### src/rtl/gsfr_pkg.sv
// Shared types and constants for the gas sensor frame receiver.
// Used by gsfr_parser and gas_sensor_frame_receiver; depends on nothing.
`default_nettype none

package gsfr_pkg;

  localparam logic [7:0]  START_BYTE    = 8'hFF;
  localparam logic [7:0]  TYPE_BYTE     = 8'h86;
  localparam int          FRAME_LEN     = 9;
  localparam int          POS_W         = 4;
  localparam logic [POS_W-1:0] POS_IDLE  = POS_W'(0);
  localparam logic [POS_W-1:0] POS_TYPE  = POS_W'(1);
  localparam logic [POS_W-1:0] POS_HIGH  = POS_W'(2);
  localparam logic [POS_W-1:0] POS_LOW   = POS_W'(3);
  localparam logic [POS_W-1:0] POS_CHECK = POS_W'(FRAME_LEN - 1);
  localparam logic [15:0] MAX_PPM_RESET = 16'd5000;

  typedef enum logic {
    ACT_BYTE = 1'b0,
    ACT_READ = 1'b1
  } action_t;

  typedef enum logic [1:0] {
    ST_OK      = 2'd0,
    ST_NO_DATA = 2'd1,
    ST_NO_READ = 2'd2
  } status_t;

  typedef struct packed {
    logic [15:0] ppm_value;
    status_t     read_status;
    logic        data_ready;
  } result_t;

endpackage

`default_nettype wire

### src/rtl/gsfr_parser.sv
// Frame parser: running checksum, value capture, latest value and ready flag.
// Depends on gsfr_pkg; one transfer is processed per cycle when step is high.
`default_nettype none

module gsfr_parser (
  input  wire logic              clk,
  input  wire logic              rst,
  input  wire logic              step,
  input  gsfr_pkg::action_t      action,
  input  wire logic [7:0]        rx_byte,
  input  wire logic [15:0]       max_ppm,
  output gsfr_pkg::result_t      result
);

  logic [gsfr_pkg::POS_W-1:0] frame_position, frame_position_next;
  logic [7:0]  running_sum, running_sum_next;
  logic [7:0]  value_high_byte, value_high_byte_next;
  logic [7:0]  value_low_byte, value_low_byte_next;
  logic [15:0] latest_ppm, latest_ppm_next;
  logic        ready_flag, ready_flag_next;
  logic [15:0] frame_value;

  assign frame_value = {value_high_byte, value_low_byte};

  always_comb begin
    frame_position_next  = frame_position;
    running_sum_next     = running_sum;
    value_high_byte_next = value_high_byte;
    value_low_byte_next  = value_low_byte;
    latest_ppm_next      = latest_ppm;
    ready_flag_next      = ready_flag;
    result.ppm_value     = 16'd0;
    result.read_status   = gsfr_pkg::ST_NO_READ;

    if (step) begin
      if (action == gsfr_pkg::ACT_BYTE) begin
        if (frame_position == gsfr_pkg::POS_IDLE) begin
          if (rx_byte == gsfr_pkg::START_BYTE) begin
            frame_position_next = gsfr_pkg::POS_TYPE;
            running_sum_next    = 8'd0;
          end
        end else if (frame_position == gsfr_pkg::POS_TYPE) begin
          if (rx_byte != gsfr_pkg::TYPE_BYTE) begin
            // A repeated start byte is taken as the start of a new frame.
            frame_position_next = (rx_byte == gsfr_pkg::START_BYTE) ?
                                  gsfr_pkg::POS_TYPE : gsfr_pkg::POS_IDLE;
            running_sum_next    = 8'd0;
          end else begin
            frame_position_next = gsfr_pkg::POS_HIGH;
            running_sum_next    = rx_byte;
          end
        end else if (frame_position < gsfr_pkg::POS_CHECK) begin
          if (frame_position == gsfr_pkg::POS_HIGH) begin
            value_high_byte_next = rx_byte;
          end
          if (frame_position == gsfr_pkg::POS_LOW) begin
            value_low_byte_next = rx_byte;
          end
          running_sum_next    = running_sum + rx_byte;
          frame_position_next = frame_position + gsfr_pkg::POS_W'(1);
        end else begin
          if (((8'd0 - running_sum) == rx_byte) && (frame_value <= max_ppm)) begin
            latest_ppm_next = frame_value;
            ready_flag_next = 1'b1;
          end
          frame_position_next = gsfr_pkg::POS_IDLE;
          running_sum_next    = 8'd0;
        end
      end else if (ready_flag) begin
        result.ppm_value   = latest_ppm;
        result.read_status = gsfr_pkg::ST_OK;
        ready_flag_next    = 1'b0;
      end else begin
        result.read_status = gsfr_pkg::ST_NO_DATA;
      end
    end

    result.data_ready = ready_flag_next;
  end

  always_ff @(posedge clk) begin
    if (rst) begin
      frame_position <= gsfr_pkg::POS_IDLE;
      running_sum    <= 8'd0;
      latest_ppm     <= 16'd0;
      ready_flag     <= 1'b0;
    end else begin
      frame_position <= frame_position_next;
      running_sum    <= running_sum_next;
      latest_ppm     <= latest_ppm_next;
      ready_flag     <= ready_flag_next;
    end
  end

  // Captured value bytes are always written by a frame before it reads them.
  always_ff @(posedge clk) begin
    value_high_byte <= value_high_byte_next;
    value_low_byte  <= value_low_byte_next;
  end

endmodule

`default_nettype wire

### src/rtl/gas_sensor_frame_receiver.sv
// Gas sensor frame receiver top level: stream ports, input and result registers.
// An accepted transfer is held in the input register, then its result in the result register.
// Throughput: one transfer per cycle unless the output stalls; a step updates all parser state.
// Reset (rst, synchronous): empties both registers, clears frame state, latest value
// and ready flag, and loads max_ppm with 5000. Depends on gsfr_pkg and gsfr_parser.
`default_nettype none

module gas_sensor_frame_receiver (
  input  wire logic        clk,
  input  wire logic        rst,
  input  wire logic        s_tvalid,
  output logic             s_tready,
  input  wire logic [7:0]  s_tdata,   // [7:0] rx_byte
  input  wire logic [0:0]  s_tuser,   // [0] action
  output logic             m_tvalid,
  input  wire logic        m_tready,
  output logic [23:0]      m_tdata,   // [15:0] ppm_value, [16] data_ready, rest zero
  output logic [1:0]       m_tuser,   // [1:0] read_status
  input  wire logic        psel,
  input  wire logic        penable,
  input  wire logic        pwrite,
  input  wire logic [2:0]  paddr,
  input  wire logic [31:0] pwdata,
  output logic [31:0]      prdata,
  output logic             pready
);

  logic                in_valid;
  gsfr_pkg::action_t   in_action;
  logic [7:0]          in_byte;
  logic                out_valid;
  gsfr_pkg::result_t   out_result;
  gsfr_pkg::result_t   step_result;
  logic [15:0]         max_ppm;
  logic                advance;
  logic                step;
  logic                reg_sel;

  assign advance  = !out_valid || m_tready;
  assign step     = in_valid && advance;
  assign s_tready = !in_valid || advance;

  always_ff @(posedge clk) begin
    if (rst) begin
      in_valid  <= 1'b0;
      out_valid <= 1'b0;
    end else begin
      if (s_tready) begin
        in_valid <= s_tvalid;
      end
      if (advance) begin
        out_valid <= in_valid;
      end
    end
  end

  always_ff @(posedge clk) begin
    if (s_tvalid && s_tready) begin
      in_action <= gsfr_pkg::action_t'(s_tuser[0]);
      in_byte   <= s_tdata;
    end
    if (step) begin
      out_result <= step_result;
    end
  end

  gsfr_parser u_parser (
    .clk     (clk),
    .rst     (rst),
    .step    (step),
    .action  (in_action),
    .rx_byte (in_byte),
    .max_ppm (max_ppm),
    .result  (step_result)
  );

  assign m_tvalid = out_valid;
  assign m_tdata  = {7'd0, out_result.data_ready, out_result.ppm_value};
  assign m_tuser  = out_result.read_status;

  // Configuration port: one register, decoded at byte addresses 0 to 3.
  assign pready  = 1'b1;
  assign reg_sel = (paddr[2] == 1'b0);
  assign prdata  = reg_sel ? {16'd0, max_ppm} : 32'd0;

  always_ff @(posedge clk) begin
    if (rst) begin
      max_ppm <= gsfr_pkg::MAX_PPM_RESET;
    end else if (psel && penable && pwrite && pready && reg_sel) begin
      max_ppm <= pwdata[15:0];
    end
  end

  // A successful read always leaves the ready flag cleared.
  assert property (@(posedge clk) disable iff (rst)
    (m_tvalid && m_tuser == gsfr_pkg::ST_OK) |-> !m_tdata[16])
    else $error("ready flag still set after a successful read");

  // Anything but a successful read reports a zero value.
  assert property (@(posedge clk) disable iff (rst)
    (m_tvalid && (m_tuser == gsfr_pkg::ST_NO_DATA || m_tuser == gsfr_pkg::ST_NO_READ))
    |-> (m_tdata[15:0] == 16'd0))
    else $error("nonzero value without a successful read");

  // A failed read means no unread value was held.
  assert property (@(posedge clk) disable iff (rst)
    (m_tvalid && m_tuser == gsfr_pkg::ST_NO_DATA) |-> !m_tdata[16])
    else $error("no-data status while a value is ready");

endmodule

`default_nettype wire

### config.mk
export PLATFORM = sky130hd
export DESIGN_NAME = gas_sensor_frame_receiver
export DESIGN_NICKNAME = d
export VERILOG_FILES = /design/src/rtl/gsfr_pkg.sv /design/src/rtl/gsfr_parser.sv /design/src/rtl/gas_sensor_frame_receiver.sv
export SDC_FILE = /design/constraint.sdc
export NUM_CORES = 1
export LEC_CHECK = 0
export BUFFER_PORTS_ARGS = -buffer_cell sky130_fd_sc_hd__buf_4
export CORE_UTILIZATION = 54
export DETAILED_ROUTE_END_ITERATION = 7
export PLACE_DENSITY_LB_ADDON = 0.08
export REMOVE_ABC_BUFFERS = 1
export SYNTH_ARGS = -nofsm -noshare
export SYNTH_HDL_FRONTEND = slang
export SYNTH_SLANG_ARGS = --single-unit
### constraint.sdc
create_clock -name clk -period 3 [get_ports clk]
set_clock_uncertainty 0.1 [all_clocks]
set_input_delay 0 -clock clk [delete_from_list [all_inputs] [get_ports clk]]
set_output_delay 0 -clock clk [all_outputs]
set_load 0.02 [all_outputs]
==> metrics.md, run 1 <==
| Metric | Value |
|---|---|
| Slew headroom | 0.2884 |
| Top cell type's share of synthesized area | 0.2783 |
| Hold Path Class | input port to flip-flop |
| Post-synthesis sequential area ratio | 0.4765 |
| Fmax | 0.3765 GHz |
| XOR/XNOR Fraction of Synth Area | 0.02583 |
| N_diodes | 0 |
| CTS tree | built |
| Compound-Gate Fraction of Synth Area | 0.1613 |
| CP startpoint kind | flip-flop |
| Total negative slack | 0 ns |
| TritonCTS Buffers | 9 |
| Area share of fa/ha/maj cells after synthesis | 0.07802 |
| Layout cells sized above 1 | 0.1944 |
| Drt first-iter violations | 186 |
| Setup CP Type | flip-flop to flip-flop |
| Grt total ovfl | 0 |
| Initial core utilization | 0.5664 |
| Routed len/inst | 14.64 um |
| Leakage | 2.284 nW |
| Layout net count | 646 |
| Remaining DRCs | 0 |
| FF-to-FF path depth | 7 |
| DPL Wire Length | 6.942 mm |
| Number of global-route vias before repair | 3418 |
| Simple-Gate Fraction of Synth Area | 0.1711 |
| 1st-pass router iterations | 6 |
| Count leader, synth | a21oi_1 |
| Async S/R FF share, synth | 0 |
| Placement Cell Area | 5231 sq um |
| Crit path DAT | 2.84 ns |
| Hold depth | 2 |
| Vias | 3677 |
| EDFF count, synth | 44 |
| Worst setup margin | 0.3440 ns |
| Synthesized area per cell | 10.04 sq um |
| Post-Syn Instances | 473 |
| Synthesized area | 4747 sq um |
| Clk root buf | clkbuf_8 |
| Unique masters post-synth | 60 |
| Fillers | 662 |
| Die height | 95.76 um |
| Cell accounting for the most synthesized area | edfxtp_1 |
| Layout overhead on the synthesized area | 20.80% |
| Ys Warns | 0 |
| Worst-skew pair later-pin latency | 0.35 ns |
| CP Capture Type | flip-flop |
| Post-synth top flop | dfxtp_1 |
| Multi-input logic area | 2187 sq um |
| Global Route Usage Sum | 0.2286 |
| Crit path launch | u_parser.value_high_byte[3] |
| Required time worst endpoint | 3.18 ns |
| Dpl ws | 0.1651 ns |
| Initial antenna violation count | 0 |
| Outcome | finished, final reports clean |
| Max Slew Vio Count | 0 |
| Post-DRT Antenna Nets | 0 |
| Fin crit period | 2.656 ns |
| Seq cells post-synth | 91 |
| Pwr/cell area | 411.8 nW/um^2 |
| Largest net degree at the start of global routing | 50 |
| Drt via density | 5.439 |
| Top post-synthesis cells by area | edfxtp_1 28%, dfxtp_1 20%, ha_1 7.4% |
| Maximum root-to-sink buffer count | 2 |
| H-tree depth | 3 |
| CP Max Fanout | 16 |
| Cell row count | 33 |
| Drt total wl | 9.894 mm |
| Critical R2R Launch | u_parser.value_high_byte[3] |
| Actual slew at the worst max-slew pin | 1.060 ns |
| VDD IR max | 225.3 uV |
| Number of post-CTS setup repair buffers | 0 |
| Final instance area | 5734 sq um |
| First-pass GRT wire length | 15.84 mm |
| Main combinational cell family by area after synthesis | simple AND/OR/NAND/NOR gates |
| Die width | 95.76 um |
| IO Port Bufs | 69 |
| Multiplexer share of the synthesized area | 0 |
| Ports | 112 |
| Fin. Hold Viols | 0 |
| Worst Hold Launch | s_tdata[0] |
| Period utilization | 0.8853 |
| RSZ-0062 raised after global routing | false |
| Total die area | 9170 sq um |
| Post-synth top cells | 55 x a21oi_1, 47 x dfxtp_1, 44 x edfxtp_1 |
| Routability Congestion | 0.8362 |
| CTS clk-pin slew, worst paths | 0.10 ns |
| Setup violators final | 0 |
| Clock sink total | 91 |
| Max_cap viols | 0 |
| Placeable Area | 8382 sq um |
| Sequential cell area | 2262 sq um |
==> sequential cells by signal, indices dropped and copies added, names as in the netlist <==
name	flops
in_valid	1
u_parser.running_sum	8
u_parser.value_low_byte	8
in_action	1
in_byte	8
max_ppm	16
u_parser.frame_position	4
m_tuser	2
m_tdata	17
u_parser.latest_ppm	16
u_parser.value_high_byte	8
m_tvalid	1
u_parser.ready_flag	1
==> repair_timing <==
action                                 CTS  global route
gates resized for setup                  0             2
hold buffers                            31             0
endpoints found under the hold margin   29             0
setup endpoints to repair                0            16
==> metrics by stage <==
step           power [W]  utilization  hold slack, ns  std cells
2_1_floorplan   0.001490            -        -0.03093        448
3_3_place_gp    0.001587       0.6241         0.07818        629
3_5_place_dp    0.001594       0.6241         0.07945        629
4_1_cts         0.002376       0.6820          0.2387        676
5_1_grt         0.002459       0.6841          0.2375        676
6_report        0.002361       0.6841          0.2494        676
==> power breakdown <==
group | switching (W) | internal, W
logic | 0.000143 | 0.000109
clock network | 0.000450 | 0.000312
registers | 0.0000200 | 0.00133
total | 0.000613 | 0.00175
==> area by class of cell <==
class                           count  area share
Sequential cell                    91      0.3945
Multi-Input combinational cell    331      0.3814
Timing Repair Buffer              107      0.1536
Tap cell                          105     0.02291
Clock buffer                       10     0.02226
Inverter                           26     0.01702
Clock inverter                      6    0.008292
==> logic make-up after synthesis <==
group	Yosys count
simple gates	151
buf+inv	73
flops	91
compound gates	113
xor+xnor	14
other cells	2
fa+ha+maj	29
==> layout by cell type, fill, tap and decap left out, types with 4 or more instances in the layout <==
cell type	count
nor2b_1	7
nand4_1	18
nand2b_1	4
and3_1	18
nand3_1	4
and2_1	4
conb_1	24
nand2_1	34
o31ai_2	9
o21ai_0	10
nor2_1	33
a211o_1	5
xor2_1	5
o31ai_1	7
dlygate4sd3_1	31
edfxtp_1	44
o21bai_1	4
xnor2_1	9
nor3_1	6
a21oi_1	55
ha_1	28
buf_4	76
clkbuf_8	9
inv_1	26
dfxtp_1	47
==> final timing paths <==
path / end / slack, ns
setup / recovery: u_parser.latest_ppm[2] / 0.34
hold / removal: in_byte[0] / 0.25
setup reg to reg: u_parser.latest_ppm[2] / 0.34
hold reg to reg: max_ppm[11] / 0.36
==> critical path, stage by stage (launching register included) <==
cell and delay, ns:
edfxtp_1 0.44, ha_1 0.35, nand4_1 0.15, nor4_1 0.38, a21bo_2 0.29, a31oi_4 0.53
o31ai_1 0.18, a21oi_1 0.16
==> per-layer routing <==
metal,global-route usage,routed length (um),up-vias
li1,-,-,1849
met1,0.2723,4340,1700
met2,0.4137,4955,117
met3,0.04581,453,11
met4,0.07090,145,0
met5,0,0,-
Power figures use the tool's default switching activity.
==> inputs of run 2 (changes only) <==
BUFFER_PORTS_ARGS = default   (was -buffer_cell sky130_fd_sc_hd__buf_4)
CORE_UTILIZATION = 55   (was 54)
DONT_BUFFER_PORTS = 1   (was default)
clock period = 2.19 ns   (was 3 ns; I/O delays follow)
==> metrics.md, run 2 (synthesized netlist as in run 1, its figures left out) <==
| Metric | Value |
|---|---|
| Die width | 94.91 um (was 95.76 um) |
| Leading cell type in the layout, fill and taps excluded | buf_4 (unchanged) |
| Fin crit period | 2.406 ns (was 2.656 ns) |
| Layout net count | 652 (was 646) |
| Die height | 94.91 um (was 95.76 um) |
| Non-filler cells in the finished layout | 682 (was 676) |
| Power, Total | 0.003392 W (was 0.002361 W) |
| Vias | 3838 (was 3677) |
| Ports | 112 (unchanged) |
| Max Slew Vio Count | 0 (unchanged) |
| Sw frac | 0.2649 (was 0.2596) |
| Global Route Usage Sum | 0.2662 (was 0.2286) |
| Routability Congestion | 0.8496 (was 0.8362) |
| Cell row count | 33 (unchanged) |
| Combinational group share of total power | 0.091 (was 0.107) |
| Routed len/inst | 17.35 um (was 14.64 um) |
| Outcome | complete, but fails checks (was finished, final reports clean) |
| H-tree depth | 3 (unchanged) |
| Maximum root-to-sink buffer count | 2 (unchanged) |
| Drt total wl | 11.83 mm (was 9.894 mm) |
| Cell Chain, Critical Path | ha_4, nor2b_4, nand4b_1, nor2_2, or4b_4, buf_12, o31ai_4, a21oi_2 (was ha_1, nand4_1, nor4_1, a21bo_2, a31oi_4, o31ai_1, a21oi_1) |
| Placed cells | 620 (was 629) |
| Final core utilization | 0.7607 (was 0.6841) |
| Post-DRT Antenna Nets | 0 (unchanged) |
| Setup CP Type | flip-flop to flip-flop (unchanged) |
| Setup violators final | 18 (was 0) |
| Pwr/cell area | 537.3 nW/um^2 (was 411.8 nW/um^2) |
| Max FFs per register | 17 (unchanged) |
| Worst hold margin | 0.1385 ns (was 0.2494 ns) |
| Met2 Resource Use GR | 0.4904 (was 0.4137) |
| Hold Path Class | input port to flip-flop (unchanged) |
| Failing checks | negative setup slack |
| Required time worst endpoint | 2.36 ns (was 3.18 ns) |
| Met3 Use GR | 0.04187 (was 0.04581) |
| IO Port Bufs | 0 (was 69) |
| CP Capture Type | flip-flop (unchanged) |
| Sequential power share | 0.549 (was 0.570) |
| Met1 usage | 0.3068 (was 0.2723) |
| Number of global-route vias before repair | 3767 (was 3418) |
| Max_cap viols | 0 (unchanged) |
| Clock share of power | 0.360 (was 0.323) |
| Period utilization | 1.099 (was 0.8853) |
| CP Max Fanout | 8 (was 16) |
| Placeable Area | 8299 sq um (was 8382 sq um) |
| Total die area | 9007 sq um (was 9170 sq um) |
| Slew headroom | 0.3027 (was 0.2884) |
| Clk root buf | clkbuf_8 (unchanged) |
| Commonest cells after routing, fill and taps aside | 71 x buf_4, 44 x edfxtp_1, 43 x a21oi_1, 43 x dfxtp_1, 34 x nand2_1 (was 76 x buf_4, 55 x a21oi_1, 47 x dfxtp_1) |
| Worst-skew pair later-pin latency | 0.37 ns (was 0.35 ns) |
| CP max-delay cell | or4b_4 (was a31oi_4) |
| Layout overhead on the synthesized area | 33.00% (was 20.80%) |
| VDD IR max | 454.3 uV (was 225.3 uV) |
| Drt via density | 5.628 (was 5.439) |
| Psw | 0.0008988 W (was 0.0006130 W) |
| Clock sink total | 91 (unchanged) |
| DPL Wire Length | 7.550 mm (was 6.942 mm) |
| Power Internal | 0.002494 W (was 0.001748 W) |
| CP peak stage delay | 0.53 ns (about the same) |
| Initial antenna violation count | 0 (unchanged) |
| Largest net degree at the start of global routing | 40 (was 50) |
| Initial core utilization | 0.5720 (was 0.5664) |
| Crit path DAT | 2.57 ns (was 2.84 ns) |
| Layout cells sized above 1 | 0.2773 (was 0.1944) |
| Grt total ovfl | 0 (unchanged) |
| Leakage | 2.461 nW (was 2.284 nW) |
| Actual slew at the worst max-slew pin | 1.041 ns (was 1.060 ns) |
| First-pass GRT wire length | 18.16 mm (was 15.84 mm) |
| Gr busiest metal | met2 (unchanged) |
| Fmax | 0.4157 GHz (was 0.3765 GHz) |
| CTS clk-pin slew, worst paths | 0.11 ns (was 0.10 ns) |
| Worst setup margin | -0.2158 ns (was 0.3440 ns) |
| N_diodes | 0 (unchanged) |
| RSZ-0062 raised after global routing | true (was false) |
| CP startpoint kind | flip-flop (unchanged) |
| CTS tree | built (unchanged) |
| Remaining DRCs | 0 (unchanged) |
| Drt first-iter violations | 121 (was 186) |
| 1st-pass router iterations | 4 (was 6) |
| Fin. Hold Viols | 0 (unchanged) |
| TritonCTS Buffers | 9 (unchanged) |
-- run 2: cell count changes in the layout (fill, tap and decap cells not counted), moves of 4 or more --
cell     change
a21oi_2     +12
a21oi_1     -12
o31ai_4     +15
dfxtp_1      -4
o31ai_1      -7
buf_12       +7
o31ai_2      -8
buf_4        -5
-- run 2: layout make-up --
type                            instances  area (sq um)
Clock inverter                          7         93.84
Inverter                               26         97.59
Tap cell                              105         131.4
Sequential cell                        91          2270
Fill cell                             543          1986
Clock buffer                            9         123.9
Timing Repair Buffer                  113          1060
Multi-Input combinational cell        331          2537
-- run 2: final timing paths --
path | to | slack (ns) | cells past startpoint | from
worst max-delay path | u_parser.latest_ppm[6] | -0.22 | 8 | in_byte[0]
worst min register to register | u_parser.latest_ppm[2] | 0.38 | 2 | u_parser.latest_ppm[2]
worst min-delay path | in_valid | 0.14 | 2 | rst
worst max register to register | u_parser.latest_ppm[6] | -0.22 | 8 | in_byte[0]
-- run 2: through the flow --
stage | setup WS (ns) | cell area, sq um | TNS, ns
2_1_floorplan | -0.6785 | 4521 | -10.51
3_3_place_gp | -0.5970 | 5201 | -8.996
3_5_place_dp | -0.6954 | 5201 | -10.98
4_1_cts | -0.1253 | 6051 | -1.886
5_1_grt | -0.2830 | 6314 | -4.955
6_report | -0.2158 | 6314 | -3.247
-- run 2: metal layers --
layer  wire [um]  share of wire
met1        4800           0.41
met2        6332           0.54
met3         421          0.036
met4         276          0.023
met5           0              0
-- run 2: worst max-delay path: cells and delay by family, from the launching register on --
family | cells | cell delay, ns
AOI/OAI and AO/OA | 2 | 0.35
adders and majority gates | 1 | 0.28
buffers and inverters | 1 | 0.19
DFF | 1 | 0.51
and+or+nand+nor | 4 | 0.89
-- run 2: repair_timing --
| action | in CTS | in global routing |
|---|---|---|
| gates resized for setup | 40 | 33 |
| setup endpoints to repair | 20 | 40 |
| hold buffers | 31 | 0 |
| hold endpoints to repair | 81 | 0 |
| setup buffers | 9 | 5 |
| pin swaps | 22 | 36 |
| gates cloned | 1 | 1 |
-- run 2: power groups by stage --
stage	logic (W)	registers, W	clock network (W)
2_1_floorplan	0.000139	0.00190	0
3_3_place_gp	0.000212	0.00190	0
3_5_place_dp	0.000218	0.00190	0
4_1_cts	0.000285	0.00186	0.00124
5_1_grt	0.000333	0.00187	0.00130
6_report	0.000310	0.00186	0.00122
